**src/rtl/core/mlcd_pkg.sv**
```systemverilog
// ----------------------------------------------------------------------------
// mlcd_pkg
// Shared constants, operation codes and types for the monochrome page
// frame buffer pixel engine.
// ----------------------------------------------------------------------------
package mlcd_pkg;

    localparam int PANEL_WIDTH  = 84;
    localparam int PANEL_HEIGHT = 48;
    localparam int PAGE_BITS    = 8;
    localparam int PAGE_ROWS    = (PANEL_HEIGHT + PAGE_BITS - 1) / PAGE_BITS;
    localparam int STORE_DEPTH  = PANEL_WIDTH * PAGE_ROWS;
    localparam int ADDR_W       = $clog2(STORE_DEPTH);

    localparam int BYTE_W  = 8;
    localparam int COORD_W = 9;
    localparam int PIX_W   = 8;
    localparam int BIT_W   = $clog2(PAGE_BITS);
    // holds PANEL_WIDTH * (page) + column for any in-range point
    localparam int IDX_W   = 16;

    localparam logic [1:0] FUNC_DRAW = 2'd0;
    localparam logic [1:0] FUNC_FILL = 2'd1;
    localparam logic [1:0] FUNC_READ = 2'd2;

    localparam logic [1:0] COLOUR_CLEAR  = 2'd0;
    localparam logic [1:0] COLOUR_SET    = 2'd1;
    localparam logic [1:0] COLOUR_TOGGLE = 2'd2;

    // mapped draw point
    typedef struct packed {
        logic              clip;
        logic              hit;
        logic [ADDR_W-1:0] addr;
        logic [BIT_W-1:0]  bit_sel;
    } mlcd_point_t;

    // request to the frame store
    typedef struct packed {
        logic              wr_en;
        logic [ADDR_W-1:0] wr_addr;
        logic [BYTE_W-1:0] wr_data;
        logic              rd_en;
        logic [ADDR_W-1:0] rd_addr;
    } mlcd_mem_req_t;

endpackage

```
**src/rtl/core/mlcd_ram.sv**
```systemverilog
// ----------------------------------------------------------------------------
// mlcd_ram
// Frame store: one write port and one read port, read data registered.
// ----------------------------------------------------------------------------
module mlcd_ram
(
    input  logic                          clk,
    input  mlcd_pkg::mlcd_mem_req_t       req,
    output logic [mlcd_pkg::BYTE_W-1:0]   rd_data
);
    import mlcd_pkg::*;

    logic [BYTE_W-1:0] mem [STORE_DEPTH];

    always_ff @(posedge clk)
    begin
        if (req.wr_en)
        begin
            mem[req.wr_addr] <= req.wr_data;
        end
    end

    always_ff @(posedge clk)
    begin
        if (req.rd_en)
        begin
            rd_data <= mem[req.rd_addr];
        end
    end

endmodule

```
**config.mk**
```make
export PLATFORM = sky130hd
export DESIGN_NAME = mlcd_ram
export DESIGN_NICKNAME = d
export VERILOG_FILES = /design/src/rtl/core/mlcd_pkg.sv /design/src/rtl/core/mlcd_ram.sv
export SDC_FILE = /design/constraint.sdc
export NUM_CORES = 2
export LEC_CHECK = 0
export BUFFER_PORTS_ARGS = -buffer_cell sky130_fd_sc_hd__buf_2
export CAP_MARGIN = 20
export CORE_ASPECT_RATIO = 1.2
export CORE_UTILIZATION = 35
export CTS_CLUSTER_DIAMETER = 120
export DETAILED_ROUTE_END_ITERATION = 8
export PLACE_DENSITY_LB_ADDON = 0.25
export SYNTH_ARGS = -nofsm -noshare
export SYNTH_HDL_FRONTEND = slang
export SYNTH_SLANG_ARGS = --single-unit
```
**constraint.sdc**
```tcl
create_clock -name clk -period 3.3 [get_ports clk]
set_input_delay 0.825 -clock clk [delete_from_list [all_inputs] [get_ports clk]]
set_output_delay 0.825 -clock clk [all_outputs]
set_load 0.005 [all_outputs]
```
After elaboration in Yosys (flattened, before gate mapping)
Memories as Yosys holds them, arrays and structs flattened. A register that Yosys moved wholly into a read port is not among the register bits. Index checks and enable logic that the tools add are counted.

Memory bits (writable): 4032. Memories: 1. Word-level logic and storage cells: 3. Input bits: 29. Register bits after elaboration: 0.

Mux-type cells: 2.

Memories: mem (words 504, width 8, read ports 1, clocked after Yosys merged registers in 1, wr ports 1, RTL line mlcd_ram.sv:13) `logic [BYTE_W-1:0] mem [STORE_DEPTH];`.

Operators by type and width (number): $mux 1 (2).

Logic depth before layout (Yosys ltp)
Word-level depth: 2. Gate-level depth with buffers: 15. Mapped depth without buffers: 8.

Least setup slack after synthesis
Ideal clock, no wire load.

Kind: input to register. Start point: input port req[0] (netlist name). End point: register rd_data[0] (netlist name), read port of mem, data pin. Data arrival time: 3.021 ns. Setup slack: 0.015 ns. Data required time: 3.036 ns. Buffers on the path: 4. Cell stages on the path: 10. Setup time: 0.264 ns. Path through: buf_6 buf_12 buf_6 buf_2 mux4_2 mux4_2 a22oi_1 a31oi_1 a22oi_1 o21ai_0.

RTL lines: start: declaration (RTL line mlcd_ram.sv:8) `input mlcd_pkg::mlcd_mem_req_t req,`; end: declaration (RTL line mlcd_ram.sv:9) `output logic [mlcd_pkg::BYTE_W-1:0] rd_data`.

==> results by group <==
Run status
  • Outcome: finished with violations
  • Failing checks: design-rule violations

STA
  • Max Slew Vio Count: 0
  • Max_slew headroom: 29.78%
  • RSZ-0062 raised after global routing: no
  • Worst-margin pin slew: 1.049 ns
  • Final setup fails: 0
  • Post-route worst setup slack: 0.005018 ns
  • Achievable frequency: 303.5 MHz
  • Final hold violation count: 0
  • Tcrit/Tclk final: 99.85%
  • Max Clock Skew: 0.06885 ns
  • Min Tclk post-route: 3.295 ns

Floorplanning
  • Die ar.: 452,200 um^2
  • Die Y: 736.4 um
  • Num rows: 269
  • Initial core utilization: 35.17%
  • Die Width: 614 um
  • Std-Cell Core Area: 447,300 um^2
  • # IOs: 37

Worst setup path
  • CP max stage cell: mux4_2
  • Critical Path AT: 4.00 ns
  • CP startpoint kind: input port
  • Crit-path cells: buf_12 > buf_12 > buf_12 > buf_12 > mux4_2 > mux4_2 > a22oi_1 > a21oi_1 > nor2_2 > nor2_1 > a311o_1
  • CP peak stage delay: 0.57 ns
  • Kind of critical path: in -> reg
  • CP endpoint kind: register
  • Crit path top cell by count: buf_12
  • Crit path buf inv count: 4
  • Critical-path maximum fanout: 24
  • Delay-heaviest family, CP: multiplexers
  • Req. time, crit path: 4.00 ns

Global routing
  • First-pass GRT wire length: 653,200 um
  • Vias in the first global route: 83,398
  • Gr ovfl total: 0
  • Pin count of the biggest net entering global routing: 145
  • Antenna violations before repair: 33
  • Gr usage total: 20.38%

Finish
  • Final nets: 8,817
  • Fin cells: 15,070
  • Area Overhead vs Synth: 19.62%
  • Layout cell share with drive strength beyond 1: 33.40%
  • Layout filler cell count: 38,875

Pwr
  • Max rail drop VDD: 422.3 uV
  • Pwr dens: 573.0 nW/um^2
  • LEAKAGE: 61.16 nW
  • Comb pwr share: 6.1%
  • Overall power: 0.1078 W
  • P_int: 0.08433 W
  • Sequential Power Share: 52.4%
  • Clk pwr share: 41.4%
  • Switching pwr: 0.02350 W
  • Switching share of power: 21.79%

Synthesis
  • Synth Flop Type: edfxtp_1
  • Sequential area share after synthesis: 77.12%
  • Synthesized cell area: 157,300 um^2
  • Ys Warns: 0
  • Netlist cell types: 62
  • Syn Nets: 7,387
  • Syn_area_per_cell: 21.38 um^2
  • Post-synth EDFFs: 4,040
  • Ys async rst share: 0%
  • Register bit count reported by yosys: 4,040
  • Post-synthesis cell count: 7,358

Clocking
  • CTS sink cnt: 4,040
  • Setup bufs post-CTS: 0
  • Clock Tree Buf Depth: 4
  • TritonCTS clock tree: built
  • H-tree Lvls: 5
  • CTS Root Cell: clkbuf_16
  • Worst-path clk slew: 0.07 ns
  • Clock Latency Late Sink: 0.95 ns
  • Hold buffer count at CTS: 0
  • Num CTS Buffers: 388

Routing
  • Avg Vias per Cell: 5.379
  • Vias: 81,061
  • Post-route DRC: 3
  • Initial DRC Count: 8,432
  • Post-Route WL: 465,500 um
  • Routed Antenna Nets: 0
  • Average wire per standard cell: 30.89 um
  • First drt pass iteration count: 8

Run
  • MaxCap Viol Count: 0

Place
  • Detailed placement HPWL: 317,900 um
  • I/O Buffers: 36
  • Pre-CTS setup slack: -1.148 ns
  • Final Wtd Congestion: 0.8719
  • Placed insts: 14,360

Hold path
  • Min-Delay Path Class: in -> reg
worst paths after layout:
kind,startpoint,to,slack (ns),cells after the start
max,req[0],rd_data[7],0.005,11
min,req[15],mem[376][5],0.29,1
max reg2reg,mem[483][7],rd_data[7],0.35,11
min reg2reg,mem[368][3],rd_data[3],1.07,6
metrics by stage:
stage	hold WS [ns]	TNS [ns]	util [%]	instance area, um^2
finish	0.2863	0	42.07	188200
global route	0.2435	0	42.06	188200
CTS	0.2027	0	42.05	188100
detailed placement	1.030	-7.392	39.25	175600
global placement	1.070	-8.234	39.25	175600
floorplan	0.9239	0	-	157300
power groups by stage:
stage          clock [W]  sequential [W]  combinational [W]
4_1_cts           0.0454          0.0565            0.00668
3_3_place_gp           0          0.0576            0.00659
3_5_place_dp           0          0.0576            0.00667
6_report          0.0447          0.0565            0.00663
5_1_grt           0.0472          0.0565            0.00688
2_1_floorplan          0          0.0576            0.00283
state kept, by name (all words and copies together), names as in the netlist:
signal / cells
mem: 4032
rd_data: 8
Yosys cell counts, types with 85 or more instances:
master | count | share of area [%]
a21oi_1 | 110 | 0.35
buf_6 | 85 | 0.61
buf_2 | 95 | 0.30
nand2_1 | 128 | 0.31
mux2i_1 | 428 | 2.7
edfxtp_1 | 4040 | 77
mux4_2 | 927 | 13
clkbuf_1 | 190 | 0.45
o221ai_1 | 144 | 0.80
nor2_1 | 581 | 1.4
o21ai_0 | 94 | 0.30
o22ai_1 | 109 | 0.43
area by class of cell:
cell class                 instances  area (um^2)  share of cell area (%)
tap                             5962         7460                   3.964
clock inverter                   243         2464                   1.309
sequential                      4040       121300                   64.47
timing repair buffer            1497        13440                   7.140
clock buffer                     455        10050                   5.339
inverter                           6        37.54                 0.01995
multi-input combinational       2855        33390                   17.74
antenna                           12        30.03                 0.01596
logic make-up (layout without fill, tap and decap cells):
kind of cell	after synthesis	after routing	synth area share (%)
mux	1367	1367	16.08
other cells	0	12	0
buf+inv	463	2201	1.826
compound gates	611	611	2.660
simple gates	877	877	2.313
flops	4040	4040	77.12
cell usage in the layout (no fill, tap or decap), types with 109 or more instances in the layout:
cell       Yosys  routed
a21oi_1      110     110
buf_12         1     173
buf_4         39    1289
clkbuf_16      0     392
edfxtp_1    4040    4040
mux2i_1      428     428
mux4_2       927     927
nand2_1      128     115
nor2_1       581     574
o221ai_1     144     144
o22ai_1      109     109
routing by layer:
metal / vias to the layer above / global-route usage (%) / share of wire, %
met5: - / 0 / 0.011
met4: 8 / 6.704 / 3.7
met3: 656 / 2.606 / 5.6
met2: 2689 / 35.55 / 51
met1: 43978 / 26.25 / 39
li1: 33730 / - / -
timing repair:
action,4_1_cts,5_1_grt
hold endpoints to repair,0,0
cloned,0,0
pin swaps,0,1
setup endpoints to repair,3,5
resized for setup,4,11
Note: power is estimated with default switching activity, not from simulation.
