==> src/rtl/core/mlcd_pkg.sv <==
// ----------------------------------------------------------------------------
// mlcd_pkg
// Shared constants, operation codes and types for the monochrome page
// frame buffer pixel engine.
// ----------------------------------------------------------------------------
package mlcd_pkg;

    localparam int PANEL_WIDTH  = 84;
    localparam int PANEL_HEIGHT = 48;
    localparam int PAGE_BITS    = 8;
    localparam int PAGE_ROWS    = (PANEL_HEIGHT + PAGE_BITS - 1) / PAGE_BITS;
    localparam int STORE_DEPTH  = PANEL_WIDTH * PAGE_ROWS;
    localparam int ADDR_W       = $clog2(STORE_DEPTH);

    localparam int BYTE_W  = 8;
    localparam int COORD_W = 9;
    localparam int PIX_W   = 8;
    localparam int BIT_W   = $clog2(PAGE_BITS);
    // holds PANEL_WIDTH * (page) + column for any in-range point
    localparam int IDX_W   = 16;

    localparam logic [1:0] FUNC_DRAW = 2'd0;
    localparam logic [1:0] FUNC_FILL = 2'd1;
    localparam logic [1:0] FUNC_READ = 2'd2;

    localparam logic [1:0] COLOUR_CLEAR  = 2'd0;
    localparam logic [1:0] COLOUR_SET    = 2'd1;
    localparam logic [1:0] COLOUR_TOGGLE = 2'd2;

    // mapped draw point
    typedef struct packed {
        logic              clip;
        logic              hit;
        logic [ADDR_W-1:0] addr;
        logic [BIT_W-1:0]  bit_sel;
    } mlcd_point_t;

    // request to the frame store
    typedef struct packed {
        logic              wr_en;
        logic [ADDR_W-1:0] wr_addr;
        logic [BYTE_W-1:0] wr_data;
        logic              rd_en;
        logic [ADDR_W-1:0] rd_addr;
    } mlcd_mem_req_t;

endpackage

==> src/rtl/core/mlcd_map.sv <==
// ----------------------------------------------------------------------------
// mlcd_map
// Clips a signed point against the rotated panel and maps it to a store
// byte address and a bit within that byte.
// ----------------------------------------------------------------------------
module mlcd_map
(
    input  logic signed [mlcd_pkg::COORD_W-1:0] x_coord,
    input  logic signed [mlcd_pkg::COORD_W-1:0] y_coord,
    input  logic [1:0]                          rotation,
    output mlcd_pkg::mlcd_point_t               point
);
    import mlcd_pkg::*;

    logic signed [COORD_W:0] xs;
    logic signed [COORD_W:0] ys;
    logic signed [COORD_W:0] lim_w;
    logic signed [COORD_W:0] lim_h;
    logic [PIX_W-1:0]        ux;
    logic [PIX_W-1:0]        uy;
    logic [PIX_W-1:0]        px;
    logic [PIX_W-1:0]        py;
    logic [IDX_W-1:0]        idx;

    assign xs = {x_coord[COORD_W-1], x_coord};
    assign ys = {y_coord[COORD_W-1], y_coord};

    // odd quarter turns swap the panel sides
    assign lim_w = rotation[0] ? (COORD_W+1)'(PANEL_HEIGHT) : (COORD_W+1)'(PANEL_WIDTH);
    assign lim_h = rotation[0] ? (COORD_W+1)'(PANEL_WIDTH)  : (COORD_W+1)'(PANEL_HEIGHT);

    assign ux = xs[PIX_W-1:0];
    assign uy = ys[PIX_W-1:0];

    always_comb
    begin
        unique case (rotation)
            2'd1:
            begin
                px = uy;
                py = PIX_W'(PANEL_HEIGHT - 1) - ux;
            end
            2'd2:
            begin
                px = PIX_W'(PANEL_WIDTH - 1) - ux;
                py = PIX_W'(PANEL_HEIGHT - 1) - uy;
            end
            2'd3:
            begin
                px = PIX_W'(PANEL_WIDTH - 1) - uy;
                py = ux;
            end
            default:
            begin
                px = ux;
                py = uy;
            end
        endcase
    end

    assign idx = IDX_W'(PANEL_WIDTH) * IDX_W'(py >> BIT_W) + IDX_W'(px);

    assign point.clip    = (xs < 0) || (xs >= lim_w) || (ys < 0) || (ys >= lim_h);
    assign point.hit     = idx < IDX_W'(STORE_DEPTH);
    assign point.addr    = idx[ADDR_W-1:0];
    assign point.bit_sel = py[BIT_W-1:0];

endmodule

==> config.mk <==
export PLATFORM = sky130hd
export DESIGN_NAME = mlcd_map
export DESIGN_NICKNAME = d
export VERILOG_FILES = /design/src/rtl/core/mlcd_pkg.sv /design/src/rtl/core/mlcd_map.sv
export SDC_FILE = /design/constraint.sdc
export NUM_CORES = 1
export LEC_CHECK = 0
export ABC_CLOCK_PERIOD_IN_PS = 8950
export BUFFER_PORTS_ARGS = -buffer_cell sky130_fd_sc_hd__buf_2
export CAP_MARGIN = 5
export CORE_MARGIN = 2
export CORE_UTILIZATION = 55
export DETAILED_ROUTE_END_ITERATION = 16
export PLACE_DENSITY = 0.84
export SYNTH_ARGS = -nofsm -noshare
export SYNTH_HDL_FRONTEND = slang
export SYNTH_SLANG_ARGS = --single-unit
export TNS_END_PERCENT = 10
==> constraint.sdc <==
create_clock -name vclk -period 8.95
set_clock_uncertainty 0.15 [all_clocks]
set_input_delay 1.79 -clock vclk [all_inputs]
set_output_delay 1.79 -clock vclk [all_outputs]
set_load 0.1 [all_outputs]
Yosys cells after proc, flatten, opt, wreduce, memory -nomap -nowiden
Cells that the tools add are included.
{"block": "classes", "add_sub_neg": 5, "mul": 1, "order_cmp": 5, "n_eq_ne": 3, "mux": 4, "n_reduce_logical": 3}
{"op": "8-bit case mux with 3 select lines", "count": 2}
{"op": "9-bit by 8-bit >= comparator with 1-bit output", "count": 2}
{"op": "9-bit by 1-bit < comparator with 1-bit output (second input constant)", "count": 2}
{"op": "6-bit by 8-bit subtractor with 8-bit output (first input constant)", "count": 2}
{"op": "7-bit by 8-bit subtractor with 8-bit output (first input constant)", "count": 2}
{"op": "7-bit two-way mux", "count": 2}
{"op": "12-bit by 8-bit adder with 13-bit output", "count": 1}
{"op": "13-bit by 9-bit < comparator with 1-bit output (second input constant)", "count": 1}
{"op": "5-bit by 5-bit multiplier with 10-bit output (first input constant)", "count": 1}
{"op": "2-bit == test (second input constant)", "count": 2}
{"op": "1-bit logical OR", "count": 3}
{"op": "2-bit by 1-bit == test with 1-bit output (second input constant)", "count": 1}
{"block": "word_totals", "register_bits": 0, "input_bits": 20}

Logic depth before layout (Yosys ltp)
{"block": "depth", "ltp_word": 5, "mapped_depth": 18, "depth_no_buf": 17}

Worst setup path after synthesis
No wires, ideal clock.
{"block": "synth_path", "path_type": "input-to-output", "start": "input port rotation[0]", "end": "output port point[12] in the netlist's numbering", "arrival_time_ns": 7.197, "required_time_ns": 7.010, "path_slack_ns": -0.187, "path_stages": 17, "n_path_buf": 1, "cell_sequence": "buf_6 -> nand2b_4 -> mux2_4 -> or3_4 -> mux2_4 -> a31oi_1 -> ha_1 -> inv_1 -> fa_1 -> inv_1 -> ha_1 -> xor2_1 -> ha_1 -> or2_2 -> o22ai_1 -> or3b_2 -> a31oi_1"}
{"element": "from (decl)", "line": "mlcd_map.sv:10", "source": "input logic [1:0] rotation,"}
{"element": "to (decl)", "line": "mlcd_map.sv:11", "source": "output mlcd_pkg::mlcd_point_t point"}

==> results.md <==
- First-pass GRT wire length: 5.568 mm
- Die area: 2796 um^2
- Synth Instances: 179
- Crit path max fanout: 23
- Worst setup path class: primary input to primary output
- Syn Area/Cell: between 7 and 8 um^2
- Post-synthesis mux area share: 10.76%
- Placed Cells incl. Taps: about 240
- Die H: around 53 um
- Via count: between 1k and 1.5k
- Largest cells by area after synthesis: ha_1 (22%), xnor2_1 (9.3%), mux2i_1 (7.6%)
- Seq/Total Area, Yosys: 0%
- Most frequent cells in the layout: buf_2 (34), ha_1 (23), nand2_1 (18), o21ai_0 (18), inv_1 (17)
- Worst slew pin tran: ~580 ps
- Layout clock buffer count: 0
- Synthesized-area fraction occupied by adder cells: between 20% and 30%
- Post-DP HPWL: 2.716 mm
- Initial antenna violation count: 0
- Starting Density: about three fifths
- Most common cell after layout, fill and taps aside: buf_2
- TNS Setup: 0 ps
- Final WL: ~3.2 mm
- Initial detailed-routing violation count: 18
- Max-slew violations: 0
- Most area-hungry cell type in the Yosys netlist: ha_1
- HP Class: primary input to primary output
- Dpl cell area: around 1500 um^2
- Nets@finish: around 260
- Number of global-route vias before repair: ~1.4k
- GRT Total Usage: around a quarter
- Vias per cell: 5.873
- Setup ws final: between 300 and 400 ps
- Worst Path Arrival: ~6600 ps
- Synth Area in Compound Gates: 21.33%
- Post-CTS Setup Bufs: 0
- Drt first pass iters: 4
- Crit path required time: 7010 ps
- Synth Area in Simple Gates: 21.90%
- Register area: 0 um^2
- Core Region: 2233 um^2
- Hold-fix buffers, CTS: 0
- Routed Antenna Nets: 0
- Fmax: ~0.12 GHz
- Yosys warns: 0
- Final Hold Fails: 0
- # DRC: 0
- RePlAce Congestion: between 0.7 and 0.8
- Final Cell Area: about 1500 um^2
- Post-Syn Area: around 1300 um^2
- Outcome: complete, no violations
- Syn_nets: roughly 230
- Slew margin rel.: 60.95%
- Die W: 52.88 um
- PD cells: ~320 nW/um^2
- Non-Filler Instances: about 240
- VDD IR-drop max: 0.4767 mV
- Worst hold stages: 5
- P&R area growth vs syn: 14.67%
- Period utilisation layout: around 96%
- FP Rows: 17
- Post-synth cell types: 41
- Count of port buffers added during placement: 34
- Share of cells above drive strength 1: around a fifth
- Final Critical Period: about 8600 ps
- Hold path endpoint: point[1]
- Seq Cell Count: 0
- Main combinational cell family by area after synthesis: adder cells
- Min-delay src: x_coord[1]
- Filler instances: roughly 190
- DR WL/cell: between 10 and 15 um
- Ant diodes: 0
- # resized after CTS: 0
- Xor and xnor area share after synthesis: between 10% and 20%
- Top-area cell type share of the netlist area: between 20% and 30%
- Min Hold Slack: between 4000 and 5000 ps
- Post-Place Setup Slack: around 400 ps
- Largest net degree at the start of global routing: 24
- Critical Path End Type: primary output
- Num ports: 34
- Startpoint Class: primary input
- RSZ-0062 raised after global routing: no
- Setup Viol. Count Final: 0
- # Max-Cap Violations: 0
- GR Overflow Total: 0
- Pleak: about 0.00075 uW
Yosys cell counts (4+ instances only):
master / count
a21oi_1: 4
nand2_1: 18
o21ai_0: 18
nor2_1: 11
o21a_1: 4
mux2i_1: 10
clkbuf_1: 4
xnor2_1: 14
ha_1: 23
a31oi_1: 4
xor2_1: 5
inv_1: 17
where the power goes:
group | switching, uW | total, uW | internal (uW)
combinational | 360 | 478 | 119
clock | 0 | 0 | 0
sequential | 0 | 0 | 0
total | 360 | 478 | 119
cell type report:
class	count	area [um^2]	area share (%)
tap	28	35.03	2.326
timing repair buffer	35	177.7	11.79
multi-input combinational	157	1230	81.64
inverter	17	63.81	4.236
metrics by stage:
step / power, uW / util, %
after global placement: 463.0 / 67.45
final: 478.5 / 67.45
after CTS: 477.9 / 67.45
after global routing: 507.1 / 67.45
after detailed placement: 475.7 / 67.45
after floorplan: 406.8 / -
layer usage:
metal | GRT usage (%) | wire, um
met5 | 0 | 0
met3 | 0.2825 | 75
met2 | 51.88 | 1678
met4 | 4.274 | 34
met1 | 28.14 | 1379
how the worst max path moves through the flow:
| stage | cells after the start | startpoint | endpoint |
|---|---|---|---|
| after detailed placement | 19 | rotation[1] | point[12] |
| after global placement | 18 | rotation[1] | point[12] |
| after global routing | 19 | rotation[1] | point[12] |
| after CTS | 19 | rotation[1] | point[12] |
| after floorplan | 17 | rotation[0] | point[12] |
| final | 19 | rotation[1] | point[12] |
worst max-delay path, cell delays in order:
cell	delay (ps)
buf_2	370
nand2b_4	100
mux2_4	300
or3_4	340
mux2_4	300
a31oi_1	210
ha_1	220
inv_1	60
fa_1	470
inv_1	40
ha_1	330
xor2_1	160
ha_1	390
or3b_2	460
nand3_1	70
nor3_1	60
o311ai_0	470
a31oi_2	140
buf_2	320
cell families (layout without fill, tap and decap cells):
logic type	after synthesis	after routing
and+or+nand+nor	54	54
AOI/OAI and AO/OA	45	45
adders and majority gates	26	26
buffers and inverters	22	52
xor gates and xnor gates	19	19
muxes	13	13
Note: power is estimated with default switching activity, not from simulation.
